$ cat config.mk
export PLATFORM = sky130hd
export DESIGN_NAME = lirs_ram
export DESIGN_NICKNAME = d
export VERILOG_FILES = /design/src/design/lirs_ram.sv
export SDC_FILE = /design/constraint.sdc
export NUM_CORES = 1
export LEC_CHECK = 0
export ABC_AREA = 0
export BUFFER_PORTS_ARGS = -buffer_cell sky130_fd_sc_hd__buf_4
export CAP_MARGIN = 20
export CORE_AREA = 2 2 101 103
export DETAILED_ROUTE_END_ITERATION = 6
export DIE_AREA = 0 0 103 105
export PLACE_DENSITY_LB_ADDON = 0.05
export SYNTH_ARGS = -nofsm -noshare
export SYNTH_HDL_FRONTEND = slang
export SYNTH_SLANG_ARGS = --single-unit
$ cat constraint.sdc
create_clock -name clk -period 3.3 [get_ports clk]
set_clock_uncertainty 0.1 [all_clocks]
set_input_delay 0.165 -clock clk [delete_from_list [all_inputs] [get_ports clk]]
set_output_delay 0.165 -clock clk [all_outputs]
set_load 0.01 [all_outputs]
$ cat src/design/lirs_ram.sv
// ----------------------------------------------------------------------------
// lirs_ram
// Generic single-write, single-read RAM with registered read data.
// ----------------------------------------------------------------------------
`default_nettype none

module lirs_ram #(
  parameter int W = 8,
  parameter int D = 16
) (
  input  wire logic                 clk,
  input  wire logic                 we,
  input  wire logic [$clog2(D)-1:0] waddr,
  input  wire logic [W-1:0]         wdata,
  input  wire logic                 re,
  input  wire logic [$clog2(D)-1:0] raddr,
  output logic [W-1:0]              rdata
);

  logic [W-1:0] mem [D];

  always_ff @(posedge clk) begin
    if (we) begin
      mem[waddr] <= wdata;
    end
    if (re) begin
      rdata <= mem[raddr];
    end
  end

endmodule

`default_nettype wire

==> results.json <==
{
  "grt_antenna_before_repair": 0,
  "num_rows": 36,
  "gr-usage-met1": 0.2783,
  "dieArea_mm2": 0.01082,
  "critPathCaptureType": "flip-flop",
  "cts_tree": "built",
  "dr_total_vias": 2429,
  "first_iter_violations": 135,
  "grt_use_met2": 0.2890,
  "clkSinkCount": 136,
  "routabilityCongestion": 0.6860,
  "synth.net_count": 248,
  "via_per_inst": 5.742,
  "slew_headroom": 0.3823,
  "cts_buffers": 17,
  "grt-busiest-layer": "met2",
  "clock_latency_ns": 0.51,
  "fin_util": 0.6478,
  "hold_viol_final": 0,
  "ctsHoldBuffers": 9,
  "crit_arrival_ns": 1.77,
  "h-tree-depth": 4,
  "setup_tns_ns": 0,
  "finalSetupViolCount": 0,
  "path_delay_family": "multiplexers",
  "cpMaxStageDelayCell": "mux4_1",
  "cts_setup_buffers": 0,
  "nFillCells": 677,
  "drc": 0,
  "cts-resized-gates": 0,
  "seq_area_mm2": 0.004084,
  "syn_area_mm2": 0.005228,
  "cellLeakagePower_nw": 2.095,
  "wl_per_cell_um": 22.58,
  "cp_num_buf_inv": 0,
  "hold_slack_ns": 0.06798,
  "min_period_ns": 1.608,
  "syn_avg_cell_area_um2": 22.83,
  "wl_mm": 9.552,
  "grt_pass1_vias": 2514,
  "nNetsFinal": 296,
  "synth_seq_cells": 136,
  "drv_cap": 0,
  "netlist.area_leader.share": 0.7812,
  "drv_slew": 0,
  "dp_hpwl_mm": 5.924,
  "use_met3": 0.06689,
  "postSynthCellCount": 229,
  "crit_required_ns": 3.46,
  "yosys.area.top_type": "edfxtp_1",
  "rsz0062_at_grt": "false",
  "gr-total-overflow": 0,
  "track_usage": 0.1985,
  "antenna_left": 0,
  "setup.worst_path.start_class": "flip-flop",
  "worstPathCellList": "mux4_1 > a22oi_1 > nand2_1",
  "synth_cell_type_count": 18,
  "multi_input_area_mm2": 0.001057,
  "initial_core_util": 0.5423,
  "grt_pass1_wl_mm": 14.66,
  "syn2layout_area_growth_pct": 19.46,
  "drt-pass1-iter-count": 4,
  "crit_fanout": 1,
  "min_path_type": "in -> reg",
  "synthTopCellsByArea": "edfxtp_1 (78%), mux4_2 (7.8%), mux4_1 (7.0%)",
  "n_antenna_cell": 0,
  "cts_root_buffer": "clkbuf_8",
  "core_mm2": 0.009639,
  "fmax_mhz": 621.9,
  "ys_warn_count": 0,
  "outcome": "complete, no violations",
  "die_height_um": 105,
  "final_common_cell": "edfxtp_1",
  "finalCritPeriodShare": 0.4873,
  "ir_worst_vdd_v": 0.0003850,
  "io_pins": 27,
  "yosysSeqAreaShare": 0.7812,
  "most-common-layout-cells": "edfxtp_1 (136), buf_4 (30), mux4_2 (18)",
  "layout-drive-gt1-share": 0.2759,
  "critPathMaxStageDelay_ns": 0.52,
  "criticalPathCategory": "reg -> reg",
  "finalPower_mw": 4.107,
  "tightest_slew_ns": 0.9231,
  "port_buffers": 26,
  "grt_max_degree": 33,
  "die_w_um": 103,
  "powerDensity_mw_per_mm2": 657.7,
  "clk_pin_slew_ns": 0.06,
  "clk_path_buf_depth": 2
}
[layout make-up]
class                   count  area share
flip-flops and latches    136      0.6540
repair buffers             39     0.05049
clock buffers              17     0.06632
well taps                 133     0.02665
clock inverters            15     0.03326
multi-input cells          83      0.1693
[registers in the layout, summed over array words and instances, names as in the netlist]
signal and flops:
mem 128, rdata 8
[synth_stat cells]
master             n
nand3_1            1
edfxtp_1         136
nor2_1            13
clkdlybuf4s25_2    3
buf_2              3
mux4_2            18
and2b_1            1
buf_6              3
or3b_2             1
mux4_1            14
a22oi_1           16
nand3b_1           2
and2_1             1
nor2b_1            1
nand2b_1           2
nand2_1            9
buf_4              1
nor3_1             4
[cell families after synthesis]
logic type             Yosys count  synth area share
flip-flops                     136            0.7812
AND/OR/NAND/NOR                 35           0.03136
multiplexers                    32            0.1479
AO/OA/AOI/OAI                   16           0.02298
buffers and inverters           10           0.01651
[where the power goes]
part / internal, mW / switching, mW
clock network: 1.29 / 0.671
logic: 0.0852 / 0.103
registers: 1.95 / 0.0103
total: 3.32 / 0.784
[metrics by stage]
stage               worst slack (ns)  instance area [µm²]  cells
finish                         1.692                 6245    423
global route                   1.612                 6245    423
CTS                            1.695                 6245    423
detailed placement             1.198                 5533    382
global placement               1.209                 5533    382
floorplan                      1.542                 5228    229
[final timing paths]
check	from	cells after the start	slack, ns	to
min	waddr[0]	3	0.07	mem[4][0]$_DFFE_PP_
min reg2reg	mem[15][5]$_DFFE_PP_	3	0.65	rdata[5]$_DFFE_PP_
max	mem[9][4]$_DFFE_PP_	3	1.69	rdata[4]$_DFFE_PP_
max reg2reg	mem[9][4]$_DFFE_PP_	3	1.69	rdata[4]$_DFFE_PP_
[layer usage]
layer	up-vias	part of all wire
met4	0	0.017
li1	1078	-
met2	80	0.47
met3	14	0.054
met5	-	0
met1	1257	0.45
[worst reg2reg max path: cells and delay by family (launching register included)]
family	cells	cell delay [ns]
mux	1	0.52
flops	1	0.34
compound gates	1	0.32
simple gates	1	0.08
(Power assumes the default switching activity.)
