### src/design/lirs_pkg.sv
// ----------------------------------------------------------------------------
// lirs_pkg
// Shared constants, codes and types of the LIRS replacement engine.
// ----------------------------------------------------------------------------
`default_nettype none

package lirs_pkg;

  localparam int LINES     = 1024;
  localparam int IDX_W     = $clog2(LINES);
  localparam int ID_W      = 10;
  localparam int CNT_W     = 11;
  localparam int CFG_IDX_W = 1;

  localparam logic [CNT_W-1:0] CNT_MAX       = '1;
  localparam logic [CNT_W-1:0] LIR_LIMIT_RST = CNT_W'(992);
  localparam logic [CNT_W-1:0] HIR_LIMIT_RST = CNT_W'(32);

  // configuration register indexes
  localparam logic [CFG_IDX_W-1:0] CFG_LIR_LIMIT = 1'd0;
  localparam logic [CFG_IDX_W-1:0] CFG_HIR_LIMIT = 1'd1;

  // per-line mark and list membership
  typedef struct packed {
    logic hir;
    logic ins;
    logic inq;
  } flags_t;

  localparam int FLAGS_W = $bits(flags_t);

  typedef struct packed {
    logic             re;
    logic [IDX_W-1:0] raddr;
    logic             we;
    logic [IDX_W-1:0] waddr;
    flags_t           wdata;
  } flag_req_t;

  typedef struct packed {
    logic             re;
    logic [IDX_W-1:0] raddr;
    logic             we;
    logic [IDX_W-1:0] waddr;
    logic [IDX_W-1:0] wdata;
  } link_req_t;

endpackage

`default_nettype wire

### src/design/lirs_if.sv
// ----------------------------------------------------------------------------
// lirs_if
// Channel interfaces: access input, result output, configuration writes.
// ----------------------------------------------------------------------------
`default_nettype none

interface lirs_in_if import lirs_pkg::*; ();
  logic            valid;
  logic            ready;
  logic [ID_W-1:0] line_id;
  modport source (output valid, output line_id, input ready);
  modport sink   (input valid, input line_id, output ready);
endinterface

interface lirs_out_if import lirs_pkg::*; ();
  logic            valid;
  logic            ready;
  logic            evicted;
  logic [ID_W-1:0] victim_id;
  logic            line_is_hir;
  modport source (output valid, output evicted, output victim_id, output line_is_hir,
                  input ready);
  modport sink   (input valid, input evicted, input victim_id, input line_is_hir,
                  output ready);
endinterface

interface lirs_cfg_if import lirs_pkg::*; ();
  logic                 valid;
  logic                 ready;
  logic [CFG_IDX_W-1:0] index;
  logic [CNT_W-1:0]     data;
  modport source (output valid, output index, output data, input ready);
  modport sink   (input valid, input index, input data, output ready);
endinterface

`default_nettype wire

### src/design/lirs_ctrl.sv
// ----------------------------------------------------------------------------
// lirs_ctrl
// Sequencer: list updates over the flag and link memories, prune, eviction.
// ----------------------------------------------------------------------------
`default_nettype none

module lirs_ctrl import lirs_pkg::*; (
  input  wire logic             clk,
  input  wire logic             rst_n,
  lirs_in_if.sink               in_ch,
  lirs_out_if.source            out_ch,
  lirs_cfg_if.sink              cfg_ch,
  output flag_req_t             fl_req,
  input  wire logic [FLAGS_W-1:0] fl_rdata,
  output link_req_t             sp_req,
  output link_req_t             sn_req,
  output link_req_t             qp_req,
  output link_req_t             qn_req,
  input  wire logic [IDX_W-1:0] sp_rdata,
  input  wire logic [IDX_W-1:0] sn_rdata,
  input  wire logic [IDX_W-1:0] qp_rdata,
  input  wire logic [IDX_W-1:0] qn_rdata
);

  typedef enum logic [4:0] {
    ST_CLEAR, ST_IDLE, ST_FX, ST_XQPUSH, ST_HB, ST_HC, ST_HD, ST_HE, ST_HF,
    ST_LC, ST_PR, ST_PR2, ST_CHECK, ST_EV, ST_RM_A, ST_RM_B, ST_FIN
  } state_t;

  state_t           state_r, state_nxt, ret_r, ret_nxt;
  logic [IDX_W-1:0] x_r, x_nxt, b_r, b_nxt, ry_r, ry_nxt, vic_r, vic_nxt;
  logic [IDX_W-1:0] clr_r, clr_nxt;
  flags_t           f;
  logic             rsel_r, rsel_nxt;
  logic             chk_r, chk_nxt, hx_r, hx_nxt, ev_r, ev_nxt;
  logic [IDX_W-1:0] s_bot_r, s_bot_nxt, s_top_r, s_top_nxt;
  logic [IDX_W-1:0] q_bot_r, q_bot_nxt, q_top_r, q_top_nxt;
  logic             s_ne_r, s_ne_nxt, q_ne_r, q_ne_nxt;
  logic [CNT_W-1:0] lir_cnt_r, lir_cnt_nxt, hir_cnt_r, hir_cnt_nxt;
  logic [CNT_W-1:0] lir_lim_r, lir_lim_nxt, hir_lim_r, hir_lim_nxt;
  logic             out_valid_r, out_valid_nxt, out_ev_r, out_ev_nxt;
  logic             out_hx_r, out_hx_nxt;
  logic [ID_W-1:0]  out_vic_r, out_vic_nxt;
  logic             push_s, push_q;
  logic [IDX_W-1:0] push_y, rm_p, rm_n, rm_bot, rm_top;
  logic             rm_ne;

  localparam logic SEL_S = 1'b0;
  localparam logic SEL_Q = 1'b1;

  assign in_ch.ready       = (state_r == ST_IDLE);
  assign cfg_ch.ready      = 1'b1;
  assign out_ch.valid      = out_valid_r;
  assign out_ch.evicted    = out_ev_r;
  assign out_ch.victim_id  = out_vic_r;
  assign out_ch.line_is_hir = out_hx_r;

  always_comb begin
    state_nxt   = state_r;
    ret_nxt     = ret_r;
    x_nxt       = x_r;
    b_nxt       = b_r;
    ry_nxt      = ry_r;
    vic_nxt     = vic_r;
    clr_nxt     = clr_r;
    rsel_nxt    = rsel_r;
    chk_nxt     = chk_r;
    hx_nxt      = hx_r;
    ev_nxt      = ev_r;
    s_bot_nxt   = s_bot_r;
    s_top_nxt   = s_top_r;
    s_ne_nxt    = s_ne_r;
    q_bot_nxt   = q_bot_r;
    q_top_nxt   = q_top_r;
    q_ne_nxt    = q_ne_r;
    lir_cnt_nxt = lir_cnt_r;
    hir_cnt_nxt = hir_cnt_r;
    lir_lim_nxt = lir_lim_r;
    hir_lim_nxt = hir_lim_r;
    out_valid_nxt = out_valid_r;
    out_ev_nxt  = out_ev_r;
    out_vic_nxt = out_vic_r;
    out_hx_nxt  = out_hx_r;
    fl_req      = '0;
    sp_req      = '0;
    sn_req      = '0;
    qp_req      = '0;
    qn_req      = '0;
    push_s      = 1'b0;
    push_q      = 1'b0;
    push_y      = x_r;
    f           = flags_t'(fl_rdata);
    rm_p        = rsel_r ? qp_rdata : sp_rdata;
    rm_n        = rsel_r ? qn_rdata : sn_rdata;
    rm_bot      = rsel_r ? q_bot_r : s_bot_r;
    rm_top      = rsel_r ? q_top_r : s_top_r;
    rm_ne       = rsel_r ? q_ne_r : s_ne_r;

    if (cfg_ch.valid) begin
      case (cfg_ch.index)
        CFG_LIR_LIMIT: lir_lim_nxt = cfg_ch.data;
        CFG_HIR_LIMIT: hir_lim_nxt = cfg_ch.data;
        default: ;
      endcase
    end

    if (out_valid_r && out_ch.ready) begin
      out_valid_nxt = 1'b0;
    end

    case (state_r)
      ST_CLEAR: begin
        fl_req.we    = 1'b1;
        fl_req.waddr = clr_r;
        fl_req.wdata = '0;
        clr_nxt      = clr_r + 1'b1;
        if (clr_r == IDX_W'(LINES - 1)) begin
          state_nxt = ST_IDLE;
        end
      end
      ST_IDLE: begin
        if (in_ch.valid) begin
          x_nxt   = IDX_W'(in_ch.line_id);
          chk_nxt = 1'b0;
          ev_nxt  = 1'b0;
          hx_nxt  = 1'b0;
          vic_nxt = '0;
          if (32'(in_ch.line_id) < LINES) begin
            fl_req.re    = 1'b1;
            fl_req.raddr = IDX_W'(in_ch.line_id);
            state_nxt    = ST_FX;
          end else begin
            state_nxt = ST_FIN;
          end
        end
      end
      ST_FX: begin
        fl_req.we    = 1'b1;
        fl_req.waddr = x_r;
        ry_nxt       = x_r;
        if (!f.ins) begin
          push_s = 1'b1;
          if (lir_cnt_r != lir_lim_r) begin
            // new line as LIR, dropped from the queue if still there
            lir_cnt_nxt  = (lir_cnt_r == CNT_MAX) ? lir_cnt_r : lir_cnt_r + 1'b1;
            fl_req.wdata = '{hir: 1'b0, ins: 1'b1, inq: 1'b0};
            if (f.inq) begin
              hir_cnt_nxt = (hir_cnt_r == '0) ? hir_cnt_r : hir_cnt_r - 1'b1;
              rsel_nxt    = SEL_Q;
              ret_nxt     = ST_FIN;
              state_nxt   = ST_RM_A;
            end else begin
              state_nxt = ST_FIN;
            end
          end else begin
            fl_req.wdata = '{hir: 1'b1, ins: 1'b1, inq: 1'b1};
            hx_nxt       = 1'b1;
            chk_nxt      = 1'b1;
            if (f.inq) begin
              rsel_nxt  = SEL_Q;
              ret_nxt   = ST_XQPUSH;
              state_nxt = ST_RM_A;
            end else begin
              hir_cnt_nxt = (hir_cnt_r == CNT_MAX) ? hir_cnt_r : hir_cnt_r + 1'b1;
              state_nxt   = ST_XQPUSH;
            end
          end
        end else if (f.hir) begin
          fl_req.wdata = '{hir: 1'b0, ins: 1'b1, inq: 1'b0};
          if (f.inq) begin
            hir_cnt_nxt = (hir_cnt_r == '0) ? hir_cnt_r : hir_cnt_r - 1'b1;
            rsel_nxt    = SEL_Q;
            ret_nxt     = ST_HB;
            state_nxt   = ST_RM_A;
          end else begin
            state_nxt = ST_HB;
          end
        end else begin
          fl_req.wdata = f;
          rsel_nxt     = SEL_S;
          ret_nxt      = ST_LC;
          state_nxt    = ST_RM_A;
        end
      end
      ST_XQPUSH: begin
        push_q    = 1'b1;
        state_nxt = ST_CHECK;
      end
      ST_HB: begin
        ry_nxt    = x_r;
        rsel_nxt  = SEL_S;
        ret_nxt   = ST_HC;
        state_nxt = ST_RM_A;
      end
      ST_HC: begin
        push_s    = 1'b1;
        state_nxt = ST_HD;
      end
      ST_HD: begin
        fl_req.re    = 1'b1;
        fl_req.raddr = s_bot_r;
        b_nxt        = s_bot_r;
        state_nxt    = ST_HE;
      end
      ST_HE: begin
        // demote the bottom of the stack into the queue
        fl_req.we    = 1'b1;
        fl_req.waddr = b_r;
        fl_req.wdata = '{hir: 1'b1, ins: f.ins, inq: 1'b1};
        if (b_r == x_r) begin
          hx_nxt = 1'b1;
        end
        if (f.inq) begin
          ry_nxt    = b_r;
          rsel_nxt  = SEL_Q;
          ret_nxt   = ST_HF;
          state_nxt = ST_RM_A;
        end else begin
          hir_cnt_nxt = (hir_cnt_r == CNT_MAX) ? hir_cnt_r : hir_cnt_r + 1'b1;
          state_nxt   = ST_HF;
        end
      end
      ST_HF: begin
        push_q    = 1'b1;
        push_y    = b_r;
        chk_nxt   = 1'b1;
        state_nxt = ST_PR;
      end
      ST_LC: begin
        push_s    = 1'b1;
        state_nxt = ST_PR;
      end
      ST_PR: begin
        if (s_ne_r) begin
          fl_req.re    = 1'b1;
          fl_req.raddr = s_bot_r;
          state_nxt    = ST_PR2;
        end else begin
          state_nxt = chk_r ? ST_CHECK : ST_FIN;
        end
      end
      ST_PR2: begin
        if (f.hir) begin
          fl_req.we    = 1'b1;
          fl_req.waddr = s_bot_r;
          fl_req.wdata = '{hir: f.hir, ins: 1'b0, inq: f.inq};
          ry_nxt       = s_bot_r;
          rsel_nxt     = SEL_S;
          ret_nxt      = ST_PR;
          state_nxt    = ST_RM_A;
        end else begin
          state_nxt = chk_r ? ST_CHECK : ST_FIN;
        end
      end
      ST_CHECK: begin
        if (hir_cnt_r > hir_lim_r && q_ne_r) begin
          fl_req.re    = 1'b1;
          fl_req.raddr = q_bot_r;
          vic_nxt      = q_bot_r;
          state_nxt    = ST_EV;
        end else begin
          state_nxt = ST_FIN;
        end
      end
      ST_EV: begin
        fl_req.we    = 1'b1;
        fl_req.waddr = vic_r;
        fl_req.wdata = '{hir: f.hir, ins: f.ins, inq: 1'b0};
        hir_cnt_nxt  = (hir_cnt_r == '0) ? hir_cnt_r : hir_cnt_r - 1'b1;
        ev_nxt       = 1'b1;
        ry_nxt       = vic_r;
        rsel_nxt     = SEL_Q;
        ret_nxt      = ST_FIN;
        state_nxt    = ST_RM_A;
      end
      ST_RM_A: begin
        if (rsel_r) begin
          qp_req.re    = 1'b1;
          qp_req.raddr = ry_r;
          qn_req.re    = 1'b1;
          qn_req.raddr = ry_r;
        end else begin
          sp_req.re    = 1'b1;
          sp_req.raddr = ry_r;
          sn_req.re    = 1'b1;
          sn_req.raddr = ry_r;
        end
        state_nxt = ST_RM_B;
      end
      ST_RM_B: begin
        // unlink ry; end pointers move without touching the neighbor links
        if (ry_r == rm_bot && ry_r == rm_top) begin
          rm_ne = 1'b0;
        end else if (ry_r == rm_bot) begin
          rm_bot = rm_n;
        end else if (ry_r == rm_top) begin
          rm_top = rm_p;
        end else if (rsel_r) begin
          qn_req.we    = 1'b1;
          qn_req.waddr = rm_p;
          qn_req.wdata = rm_n;
          qp_req.we    = 1'b1;
          qp_req.waddr = rm_n;
          qp_req.wdata = rm_p;
        end else begin
          sn_req.we    = 1'b1;
          sn_req.waddr = rm_p;
          sn_req.wdata = rm_n;
          sp_req.we    = 1'b1;
          sp_req.waddr = rm_n;
          sp_req.wdata = rm_p;
        end
        if (rsel_r) begin
          q_bot_nxt = rm_bot;
          q_top_nxt = rm_top;
          q_ne_nxt  = rm_ne;
        end else begin
          s_bot_nxt = rm_bot;
          s_top_nxt = rm_top;
          s_ne_nxt  = rm_ne;
        end
        state_nxt = ret_r;
      end
      ST_FIN: begin
        if (!out_valid_r || out_ch.ready) begin
          out_valid_nxt = 1'b1;
          out_ev_nxt    = ev_r;
          out_vic_nxt   = ID_W'(vic_r);
          out_hx_nxt    = hx_r;
          state_nxt     = ST_IDLE;
        end
      end
      default: state_nxt = ST_IDLE;
    endcase

    if (push_s) begin
      if (!s_ne_r) begin
        s_bot_nxt = push_y;
        s_top_nxt = push_y;
        s_ne_nxt  = 1'b1;
      end else begin
        sn_req.we    = 1'b1;
        sn_req.waddr = s_top_r;
        sn_req.wdata = push_y;
        sp_req.we    = 1'b1;
        sp_req.waddr = push_y;
        sp_req.wdata = s_top_r;
        s_top_nxt    = push_y;
      end
    end
    if (push_q) begin
      if (!q_ne_r) begin
        q_bot_nxt = push_y;
        q_top_nxt = push_y;
        q_ne_nxt  = 1'b1;
      end else begin
        qn_req.we    = 1'b1;
        qn_req.waddr = q_top_r;
        qn_req.wdata = push_y;
        qp_req.we    = 1'b1;
        qp_req.waddr = push_y;
        qp_req.wdata = q_top_r;
        q_top_nxt    = push_y;
      end
    end
  end

  always_ff @(posedge clk) begin
    if (!rst_n) begin
      state_r     <= ST_CLEAR;
      clr_r       <= '0;
      s_ne_r      <= 1'b0;
      q_ne_r      <= 1'b0;
      lir_cnt_r   <= '0;
      hir_cnt_r   <= '0;
      lir_lim_r   <= LIR_LIMIT_RST;
      hir_lim_r   <= HIR_LIMIT_RST;
      out_valid_r <= 1'b0;
    end else begin
      state_r     <= state_nxt;
      clr_r       <= clr_nxt;
      s_ne_r      <= s_ne_nxt;
      q_ne_r      <= q_ne_nxt;
      lir_cnt_r   <= lir_cnt_nxt;
      hir_cnt_r   <= hir_cnt_nxt;
      lir_lim_r   <= lir_lim_nxt;
      hir_lim_r   <= hir_lim_nxt;
      out_valid_r <= out_valid_nxt;
    end
    ret_r     <= ret_nxt;
    x_r       <= x_nxt;
    b_r       <= b_nxt;
    ry_r      <= ry_nxt;
    vic_r     <= vic_nxt;
    rsel_r    <= rsel_nxt;
    chk_r     <= chk_nxt;
    hx_r      <= hx_nxt;
    ev_r      <= ev_nxt;
    s_bot_r   <= s_bot_nxt;
    s_top_r   <= s_top_nxt;
    q_bot_r   <= q_bot_nxt;
    q_top_r   <= q_top_nxt;
    out_ev_r  <= out_ev_nxt;
    out_vic_r <= out_vic_nxt;
    out_hx_r  <= out_hx_nxt;
  end

endmodule

`default_nettype wire

### src/flat_wrapper.sv
// flat-port wrapper written by rule: the top's interface ports become plain ports
module lirs_ctrl_flat import lirs_pkg::*;
  (clk, rst_n, fl_req, fl_rdata, sp_req, sn_req, qp_req, qn_req, sp_rdata, sn_rdata, qp_rdata, qn_rdata, in_ch_valid, in_ch_line_id, in_ch_ready, out_ch_valid, out_ch_evicted, out_ch_victim_id, out_ch_line_is_hir, out_ch_ready, cfg_ch_valid, cfg_ch_index, cfg_ch_data, cfg_ch_ready);
  lirs_in_if in_ch_i ();
  lirs_out_if out_ch_i ();
  lirs_cfg_if cfg_ch_i ();
  input  wire logic clk;
  input  wire logic rst_n;
  output flag_req_t fl_req;
  input  wire logic [FLAGS_W-1:0] fl_rdata;
  output link_req_t sp_req;
  output link_req_t sn_req;
  output link_req_t qp_req;
  output link_req_t qn_req;
  input  wire logic [IDX_W-1:0] sp_rdata;
  input  wire logic [IDX_W-1:0] sn_rdata;
  input  wire logic [IDX_W-1:0] qp_rdata;
  input  wire logic [IDX_W-1:0] qn_rdata;
  input wire logic [$bits(in_ch_i.valid)-1:0] in_ch_valid;
  input wire logic [$bits(in_ch_i.line_id)-1:0] in_ch_line_id;
  output wire logic [$bits(in_ch_i.ready)-1:0] in_ch_ready;
  output wire logic [$bits(out_ch_i.valid)-1:0] out_ch_valid;
  output wire logic [$bits(out_ch_i.evicted)-1:0] out_ch_evicted;
  output wire logic [$bits(out_ch_i.victim_id)-1:0] out_ch_victim_id;
  output wire logic [$bits(out_ch_i.line_is_hir)-1:0] out_ch_line_is_hir;
  input wire logic [$bits(out_ch_i.ready)-1:0] out_ch_ready;
  input wire logic [$bits(cfg_ch_i.valid)-1:0] cfg_ch_valid;
  input wire logic [$bits(cfg_ch_i.index)-1:0] cfg_ch_index;
  input wire logic [$bits(cfg_ch_i.data)-1:0] cfg_ch_data;
  output wire logic [$bits(cfg_ch_i.ready)-1:0] cfg_ch_ready;
  assign in_ch_i.valid = in_ch_valid;
  assign in_ch_i.line_id = in_ch_line_id;
  assign in_ch_ready = in_ch_i.ready;
  assign out_ch_valid = out_ch_i.valid;
  assign out_ch_evicted = out_ch_i.evicted;
  assign out_ch_victim_id = out_ch_i.victim_id;
  assign out_ch_line_is_hir = out_ch_i.line_is_hir;
  assign out_ch_i.ready = out_ch_ready;
  assign cfg_ch_i.valid = cfg_ch_valid;
  assign cfg_ch_i.index = cfg_ch_index;
  assign cfg_ch_i.data = cfg_ch_data;
  assign cfg_ch_ready = cfg_ch_i.ready;
  lirs_ctrl u_core (.clk(clk), .rst_n(rst_n), .in_ch(in_ch_i), .out_ch(out_ch_i), .cfg_ch(cfg_ch_i), .fl_req(fl_req), .fl_rdata(fl_rdata), .sp_req(sp_req), .sn_req(sn_req), .qp_req(qp_req), .qn_req(qn_req), .sp_rdata(sp_rdata), .sn_rdata(sn_rdata), .qp_rdata(qp_rdata), .qn_rdata(qn_rdata));
endmodule
### config.mk
export PLATFORM = sky130hd
export DESIGN_NAME = lirs_ctrl_flat
export DESIGN_NICKNAME = d
export VERILOG_FILES = /design/src/design/lirs_pkg.sv /design/src/design/lirs_if.sv /design/src/design/lirs_ctrl.sv /design/src/flat_wrapper.sv
export SDC_FILE = /design/constraint.sdc
export NUM_CORES = 1
export LEC_CHECK = 0
export BUFFER_PORTS_ARGS = -buffer_cell sky130_fd_sc_hd__buf_2
export CAP_MARGIN = 25
export CELL_PAD_IN_SITES_DETAIL_PLACEMENT = 0
export CELL_PAD_IN_SITES_GLOBAL_PLACEMENT = 1
export CORE_ASPECT_RATIO = 0.75
export CORE_MARGIN = 10
export CORE_UTILIZATION = 39
export CTS_CLUSTER_SIZE = 30
export DETAILED_ROUTE_END_ITERATION = 16
export GPL_ROUTABILITY_DRIVEN = 0
export PLACE_DENSITY_LB_ADDON = 0.1
export SLEW_MARGIN = 15
export SYNTH_ARGS = -nofsm -noshare
export SYNTH_HDL_FRONTEND = slang
export SYNTH_SLANG_ARGS = --single-unit
export TNS_END_PERCENT = 100
### constraint.sdc
create_clock -name clk -period 3.9 [get_ports clk]
set_clock_uncertainty 0.2 [all_clocks]
set_input_delay 0 -clock clk [delete_from_list [all_inputs] [get_ports clk]]
set_output_delay 0 -clock clk [all_outputs]
set_load 0.1 [all_outputs]
==> results of run 1 <==
[routing by layer]
metal  GRT usage, %  part of all wire (%)  vias to the layer above
li1               -                     -                     4752
met1           33.6                    46                     4955
met2           34.4                    43                      451
met3           6.94                   9.2                       33
met4           4.60                   1.2                        0
met5              0                     0                        -
[path summary, 6_finish.rpt]
check / depth (start not counted) / endpoint / slack [ns]
min: 2 / u_core.x_r[5] / 0.09
max reg2reg: 7 / u_core.ret_r[2] / 0.74
max: 9 / fl_req[23] / 0.43
min reg2reg: 0 / u_core.out_ch.line_is_hir / 0.23
[critical path, delay by kind of cell, from the launching register on]
family / cells / cell delay (ns)
AOI/OAI and AO/OA: 3 / 0.76
adders and majority gates: 1 / 0.37
buffers and inverters: 2 / 0.52
DFF: 1 / 0.77
and+or+nand+nor: 3 / 0.39
[state kept, by name, indices dropped and copies added, names as in the netlist, 5 cells and up]
register,cells
u_core.lir_lim_r,11
u_core.ret_r,5
u_core.out_ch.victim_id,10
u_core.state_r,5
u_core.q_top_r,10
u_core.b_r,10
u_core.s_bot_r,10
u_core.s_top_r,10
u_core.q_bot_r,10
u_core.lir_cnt_r,11
u_core.x_r,10
u_core.clr_r,10
u_core.hir_lim_r,11
u_core.vic_r,10
u_core.hir_cnt_r,11
u_core.ry_r,10
[cell families after synthesis]
logic type | after synthesis | share of synthesized area (%)
simple gates | 402 | 19.3
other cells | 1 | 0.0354
xor+xnor | 60 | 4.96
buf+inv | 180 | 9.49
compound gates | 305 | 21.4
fa+ha+maj | 15 | 1.77
mux | 48 | 4.55
flops | 163 | 38.5
[report_power, final]
part	switching [mW]	internal, mW
Clock	0.743	0.962
Combinational	0.205	0.219
Sequential	0.159	1.88
[cell type report]
cell class	count	area, um^2
inverter	39	146
multi-input combinational	831	5510
clock buffer	23	489
timing repair buffer	368	3830
sequential	163	4070
clock inverter	9	92.6
tap	351	439
fill	2413	12300
[cell usage in the layout, fill, tap and decap left out, types with 23 or more instances in the layout]
cell / count
buf_2: 141
nand2_1: 130
buf_12: 96
dlygate4sd3_1: 86
nor2_1: 84
dfxtp_1: 82
edfxtp_1: 81
a21oi_1: 58
o21ai_0: 51
mux2i_1: 47
buf_4: 45
inv_1: 39
nand3_1: 39
and2_1: 37
xor2_1: 36
a22oi_1: 31
xnor2_1: 24
a22o_1: 23
[through the flow]
stage          total power [mW]  worst slack [ns]  cells  utilization [%]  hold WS, ns
3_5_place_dp               2.43             0.425   1664             48.8     -0.00267
3_3_place_gp               2.43             0.499   1664             48.8     -0.00349
2_1_floorplan              2.26            0.0788   1174                -       -0.101
5_1_grt                    4.33             0.223   1784             54.3       0.0962
4_1_cts                    4.18            0.0976   1783             54.2       0.0777
6_report                   4.17             0.428   1784             54.3       0.0912
[what timing repair did]
item | CTS | global route
hold buffers | 86 | 0
endpoints found under the setup margin | 59 | 84
hold endpoints to repair | 90 | 0
buffers inserted | 1 | 1
pin swaps | 0 | 0
cloned | 0 | 0
==> summary.txt, run 1 <==
Setup path
  – CP startpoint kind: flop
  – CP Capture Type: output port
  – Max FO, Critical Path: 17
  – Critical Path Slowest Stage Cell: dfxtp_1
  – WP data required: 3.70 ns
  – CP max stage delay: 0.77 ns
  – CP arrival: ~3.3 ns
  – Crit path kind: flop to output port
  – Worst-path cell chain: ha_1 > and3_1 > a221o_1 > nand2_1 > o2111ai_1 > nand3_1 > buf_4 > o21ai_0 > buf_12
  – Worst R2R Start: u_core.state_r[1]
  – Crit path from: u_core.hir_cnt_r[5]

Drt
  – Post-Route WL: about 40000 um
  – Post-DR wirelength/cell: 23.1 um
  – Via density: 5.71
  – Via count: 10191
  – Initial DRT Pass Iterations: 6
  – Final ANT Viol Nets: 0
  – Drt first-iter violations: between 1000 and 1500
  – Remaining DRCs: 0

Flow run
  – MaxCap Viol Count: 0

Clock network
  – Post-cts sizing count: 0
  – # H-tree levels: 4
  – CTS tree: yes
  – Maximum clock insertion buffer count: 2
  – Num CTS Buffers: 17
  – Clk Latency, worst-skew pair: around 0.45 ns
  – Clock-pin transition on the worst setup and hold timing paths: around 0.070 ns
  – Clock sinks: 163
  – Root buffer cell: clkbuf_16

Floorplan
  – Core ar.: 26900 um^2
  – # rows: 52
  – I/O Pins: 238
  – Die Span X: around 210 um
  – Initial core utilization: 39.4%
  – Die H: 163 um
  – Die area: around 34000 um^2

Placed design
  – HPWL after DPL: 31100 um
  – Cell Area, Placed: ~13000 um^2
  – IO Port Bufs: 236

Timing
  – Slew HR: 43.9%
  – Final worst path period share: 89.0%
  – Endpoints failing setup: 0
  – Max Clk Rate: 0.288 GHz
  – Final Hold Viols: 0
  – RSZ-0062 raised after global routing: no
  – Slew Viols, Final: 0
  – Tmin final: 3.47 ns
  – Tightest Pin Transition: 0.838 ns
  – Setup TNS Final: 0 ns

Hold path
  – Hold Startpoint: in_ch_line_id[5]
  – Hold crit path type: primary input to flop

GRT
  – GR Overflow Total: 0
  – Number of global-route vias before repair: a little over 10000
  – Global-route wire length before repair: 62200 um
  – Largest net degree at the start of global routing: 26
  – Initial antenna violation count: 0
  – Total global routing track utilization: 23.5%

Logic synthesis
  – Most frequent cell after synthesis: nand2_1
  – Post-synthesis cell area: 10600 um^2
  – Post-Synthesis Cells: 1174
  – Cell taking the most area after synthesis: edfxtp_1
  – Yosys cell types: 78
  – Post-synth ARST share: 0%
  – Synth Register Bits: 163
  – Count of warnings emitted by yosys: 0
  – Syn Area/Cell: 9.02 um^2
  – Synth top area share: 23.0%
  – Synth area leaders: edfxtp_1 23%, dfxtp_1 16%, buf_4 4.6%
  – Most frequent cells after synthesis: 130 x nand2_1, 84 x nor2_1, 82 x dfxtp_1, 81 x edfxtp_1, 65 x buf_4
  – Post-Syn Nets: 1259
  – Post-synth EDFFs: 81
  – Register area share after synthesis: 38.5%
  – Dominant synthesized flop cell: dfxtp_1

Power
  – LEAKAGE: 5.93 nW
  – Worst VDD drop: approximately 280 uV
  – PwrDens: 286 nW/um^2

Finish
  – NumNets Final: 1505
  – Layout cells sized above 1: 24.6%
  – Synth-to-Final Area Change: 37.7%
  – Antenna diode count: 0
  – Design Area, Final: 14600 um^2

Status
  – Status: finished, final reports clean
No activity file was read; power rests on OpenSTA's default activity.
==> inputs of run 2 (changes only) <==
CORE_ASPECT_RATIO = 0.5   (was 0.75)
==> run 2 against run 1 <==
  * First-iteration DRC count down 10%
  * Routed wire length fell by 3.8%
  * Final area is 2.1% lower
  * Clock-buffer cell count is 4 lower
  * Die area is 0.97% higher
  * Clock power is essentially flat
==> summary.txt, run 2 (synthesized netlist as in run 1, its figures left out) <==
GRT
  – Largest net degree at the start of global routing: 35
  – GR Overflow Total: 0
  – Initial antenna violation count: 0
  – Total global routing track utilization: 22.6%
  – Number of global-route vias before repair: 10065
  – Global-route wire length before repair: 60700 um

Clock network
  – Num CTS Buffers: 17
  – Maximum clock insertion buffer count: 2
  – Clock sinks: 163
  – Post-CTS setup buffer count: 0
  – CTS tree: yes
  – Clk Latency, worst-skew pair: 0.45 ns
  – # H-tree levels: 4
  – Clock-pin transition on the worst setup and hold timing paths: 0.07 ns
  – Root buffer cell: clkbuf_16

Drt
  – Final ANT Viol Nets: 0
  – Initial DRT Pass Iterations: 9
  – Post-DR wirelength/cell: 22.2 um
  – Via density: 5.67
  – Post-Route WL: 39600 um
  – Drt first-iter violations: 1163
  – Remaining DRCs: 0
  – Via count: 10125

Setup path
  – Crit path kind: flop to output port
  – Worst reg2reg path endpoint: u_core.q_top_r[5]
  – Max FO, Critical Path: 34
  – CP startpoint kind: flop
  – CP Capture Type: output port
  – Worst-case reg-to-reg path depth: 8
  – R2R Setup Slk: 0.64 ns
  – CP arrival: ~3.5 ns
  – Worst R2R Start: u_core.rsel_r
  – WP data required: between 3 and 4 ns

Status
  – Status: finished, final reports clean

Timing
  – Hold_ws: between 0.08 and 0.09 ns
  – Setup TNS Final: 0 ns
  – RSZ-0062 raised after global routing: no
  – Endpoints failing setup: 0
  – Final Hold Viols: 0
  – Tmin final: 3.67 ns
  – Tightest Pin Transition: 0.954 ns
  – Final worst path period share: approximately 94%
  – Max Clk Rate: 0.273 GHz
  – Slew HR: between 30% and 40%
  – Slew Viols, Final: 0

Finish
  – Commonest non-fill, non-tap cells in the layout: 163 x buf_2, 130 x nand2_1, 89 x dlygate4sd3_1
  – Commonest non-fill, non-tap cell in the layout: buf_2
  – Fin util: 53.7%
  – NumNets Final: between 1500 and 2000
  – Layout cells sized above 1: 24.5%
  – Synth-to-Final Area Change: 34.8%
  – Final-layout fill cell count: around 2400
  – Antenna diode count: 0

Flow run
  – MaxCap Viol Count: 0

Floorplan
  – Die area: 34500 um^2
  – Core ar.: 26600 um^2
  – Initial core utilization: 39.8%
  – I/O Pins: between 200 and 250
  – Die Span X: 253 um
  – # rows: 42
  – Die H: 137 um

Hold path
  – Hold crit path type: primary input to flop
  – Hold Startpoint: in_ch_line_id[0]
  – Worst hold endpoint: u_core.x_r[0]
  – Hold Path Stages: 2

Power
  – PwrDens: between 200 and 300 nW/um^2
  – Switching share of total power: 27.8%
  – Internal: 3.03 mW
  – Part of the power in the clock network: between 40 and 50%
  – LEAKAGE: 5.86 nW
  – Combinational Power Share: 10.2%
  – Worst VDD drop: 391 uV
  – Sequential share of power: 49.6%
  – NetSw: 1.17 mW

Placed design
  – IO Port Bufs: approximately 240
  – HPWL after DPL: 30000 um
## run 2: cell types whose count changed in the layout (fill, tap and decap cells not counted), moves of 2 or more
cell           before  now
buf_12             96   74
buf_2             141  163
clkinv_4            1    4
dlygate4sd3_1      86   89
buf_4              45   43
clkbuf_1            3    1
clkbuf_8            2    0
clkinv_1            0    2
## run 2: area by class of cell
| cell class | count | area (um^2) | area share (%) |
|---|---|---|---|
| tap | 352 | 440 | 3.09 |
| timing repair buffer | 369 | 3510 | 24.6 |
| clock inverter | 13 | 124 | 0.868 |
| inverter | 39 | 146 | 1.03 |
| sequential | 163 | 4070 | 28.6 |
| multi-input combinational | 831 | 5520 | 38.7 |
| clock buffer | 19 | 454 | 3.18 |
## run 2: metrics by stage
stage / worst slack (ns) / std cells / cell area, um^2 / total power, mW
global route: 0.0649 / 1786 / 14300 / 4.35
finish: 0.233 / 1786 / 14300 / 4.20
CTS: 0.121 / 1786 / 14300 / 4.23
floorplan: 0.0788 / 1174 / 10600 / 2.26
detailed placement: 0.615 / 1665 / 12800 / 2.47
global placement: 0.666 / 1665 / 12800 / 2.47
## run 2: power groups by stage
stage          clock network [mW]  registers [mW]  logic [mW]
6_report                     1.69            2.09       0.430
5_1_grt                      1.79            2.09       0.470
4_1_cts                      1.72            2.08       0.429
3_5_place_dp                    0            2.12       0.357
3_3_place_gp                    0            2.12       0.347
2_1_floorplan                   0            1.99       0.263
## run 2: what timing repair did
item                                    in CTS  in global routing
endpoints found under the hold margin       92                  0
gates resized for setup                      0                  1
hold buffers                                89                  0
endpoints found under the setup margin       0                 10
## run 2: critical path, stage by stage, from the launching register on
cell	delay (ns)
edfxtp_1	0.42
buf_12	0.25
mux2i_1	0.42
xnor2_1	0.19
nor4_2	0.07
and4_1	0.37
nor3_4	0.37
buf_4	0.29
o2bb2ai_1	0.32
buf_12	0.25
## run 2: routing by layer
layer | GRT usage (%) | wire length (um) | vias to the layer above
li1 | - | - | 4737
met2 | 38.3 | 18900 | 441
met5 | 0 | 0 | -
met3 | 4.83 | 2770 | 61
met1 | 28.5 | 17100 | 4886
met4 | 6.55 | 866 | 0
## run 2: worst max path at each step
stage               cells after the start          to                 start
floorplan                               7  fl_req[18]  u_core.hir_cnt_r[10]
global placement                        9  qp_req[15]         u_core.rsel_r
detailed placement                      9  qp_req[17]         u_core.rsel_r
CTS                                     9  qp_req[17]         u_core.rsel_r
global route                            8   sn_req[9]     u_core.state_r[3]
finish                                  9   qn_req[7]         u_core.rsel_r
==> inputs of run 3 (changes only) <==
BUFFER_PORTS_ARGS = -buffer_cell sky130_fd_sc_hd__buf_4   (was -buffer_cell sky130_fd_sc_hd__buf_2)
==> run 3 against run 2 <==
  * Final area decreased by 3.8%
  * Critical path depth did not move
  * Register-to-register slack better by 0.14 ns
  * Sequential share of layout area increased by 1.1 points
  * Critical path type unchanged
==> summary.txt, run 3 (synthesized netlist as in run 1, its figures left out) <==
Finish
  – Layout cells sized above 1: 24.1%
  – Final-layout fill cell count: 2518
  – Synth-to-Final Area Change: 29.6%
  – Antenna diode count: 0
  – Non-Filler Instances: 1783
  – NumNets Final: approximately 1500
  – Commonest non-fill, non-tap cell in the layout: buf_4
  – Commonest non-fill, non-tap cells in the layout: 276 x buf_4, 130 x nand2_1, 89 x dlygate4sd3_1

Power
  – LEAKAGE: between 5 and 6 nW
  – Worst VDD drop: 220 uV
  – PwrDens: 308 nW/um^2

Hold path
  – Hold crit path type: primary input to flop
  – Hold Startpoint: in_ch_line_id[0]

Setup path
  – Crit path from: u_core.rsel_r
  – Crit path kind: flop to output port
  – CP Capture Type: output port
  – WP data required: 3.70 ns
  – CP arrival: 3.45 ns
  – Worst R2R Start: u_core.hir_cnt_r[0]
  – Max FO, Critical Path: 35
  – CP startpoint kind: flop

GRT
  – Total global routing track utilization: a little under a quarter
  – Initial antenna violation count: 1
  – Number of global-route vias before repair: 10025
  – Global-route wire length before repair: 60700 um
  – Largest net degree at the start of global routing: 36
  – GR Overflow Total: 0

Timing
  – Endpoints failing setup: 0
  – Tmin final: about 3.6 ns
  – Slew Viols, Final: 0
  – Final worst path period share: 93.5%
  – Final Hold Viols: 0
  – Setup TNS Final: 0 ns
  – Max Clk Rate: 0.274 GHz
  – RSZ-0062 raised after global routing: no
  – Tightest Pin Transition: 0.819 ns
  – Slew HR: 45.3%

Clock network
  – Clk Latency, worst-skew pair: 0.45 ns
  – Clock-pin transition on the worst setup and hold timing paths: 0.07 ns
  – Num CTS Buffers: 17
  – Root buffer cell: clkbuf_16
  – Post-cts sizing count: 0
  – CTS tree: yes
  – Maximum clock insertion buffer count: 2
  – Clock sinks: 163
  – # H-tree levels: 4

Placed design
  – IO Port Bufs: 236
  – HPWL after DPL: 30100 um
  – Post-placement cell count: 1662

Drt
  – Post-Route WL: ~40000 um
  – Post-DR wirelength/cell: 22.4 um
  – Initial DRT Pass Iterations: 6
  – Final ANT Viol Nets: 0
  – Via count: 10016
  – Drt first-iter violations: 851
  – Via density: 5.62
  – Remaining DRCs: 0

Floorplan
  – Initial core utilization: 39.8%
  – I/O Pins: 238
  – Core ar.: 26600 um^2
  – Die Span X: 253 um
  – Die area: about 35000 um^2
  – Die H: between 100 and 150 um
  – # rows: 42

Flow run
  – MaxCap Viol Count: 0

Status
  – Status: finished, final reports clean
run 3: critical path: stages (launching register included):
cell and delay [ns]:
edfxtp_1 0.38, buf_12 0.26, mux2i_1 0.47, xnor2_1 0.18, nor2_1 0.07, and4_1 0.28
nor3_2 0.44, buf_4 0.30, o2bb2ai_1 0.22, buf_4 0.36
run 3: report_power, final:
group | switching [mW] | internal, mW | total, mW
clock | 0.729 | 0.963 | 1.69
sequential | 0.201 | 1.88 | 2.09
combinational | 0.206 | 0.241 | 0.448
total | 1.14 | 3.09 | 4.23
run 3: final cells by class:
type	count	area [um^2]	share of cell area [%]
repair buffers	366	2980	21.7
well taps	352	440	3.21
inverters	39	146	1.07
flip-flops and latches	163	4070	29.7
multi-input cells	831	5510	40.2
clock inverters	8	104	0.757
clock buffers	24	462	3.36
run 3: repair_timing:
item | in CTS | in global routing
hold buffers | 89 | 0
endpoints found under the hold margin | 101 | 0
buffers inserted | 0 | 0
run 3: metrics by stage:
step | instance area [um^2] | setup WS [ns] | power, mW | hold slack [ns] | utilization (%)
after floorplan | 10600 | 0.0788 | 2.26 | -0.101 | -
after global placement | 12300 | 0.857 | 2.49 | -0.00812 | 46.1
after detailed placement | 12300 | 0.748 | 2.49 | -0.00674 | 46.1
after CTS | 13700 | 0.248 | 4.24 | 0.0589 | 51.6
after global routing | 13700 | 0.119 | 4.36 | 0.0680 | 51.6
final | 13700 | 0.255 | 4.23 | 0.0811 | 51.6
run 3: metal layers:
layer | global-route usage [%] | part of all wire [%] | routed length [um] | vias up
li1 | - | - | - | 4741
met1 | 27.4 | 42 | 16600 | 4846
met2 | 39.9 | 50 | 19900 | 386
met3 | 4.86 | 6.7 | 2690 | 43
met4 | 6.92 | 1.7 | 692 | 0
met5 | 0 | 0 | 0 | -
run 3: path summary, 6_finish.rpt:
path / slack, ns / depth (start not counted) / to
worst max-delay path: 0.25 / 9 / qp_req[19]
worst min-delay path: 0.08 / 2 / u_core.x_r[0]
worst max register to register: 0.78 / 8 / u_core.hir_cnt_r[1]
worst min register to register: 0.22 / 0 / u_core.out_ch.evicted
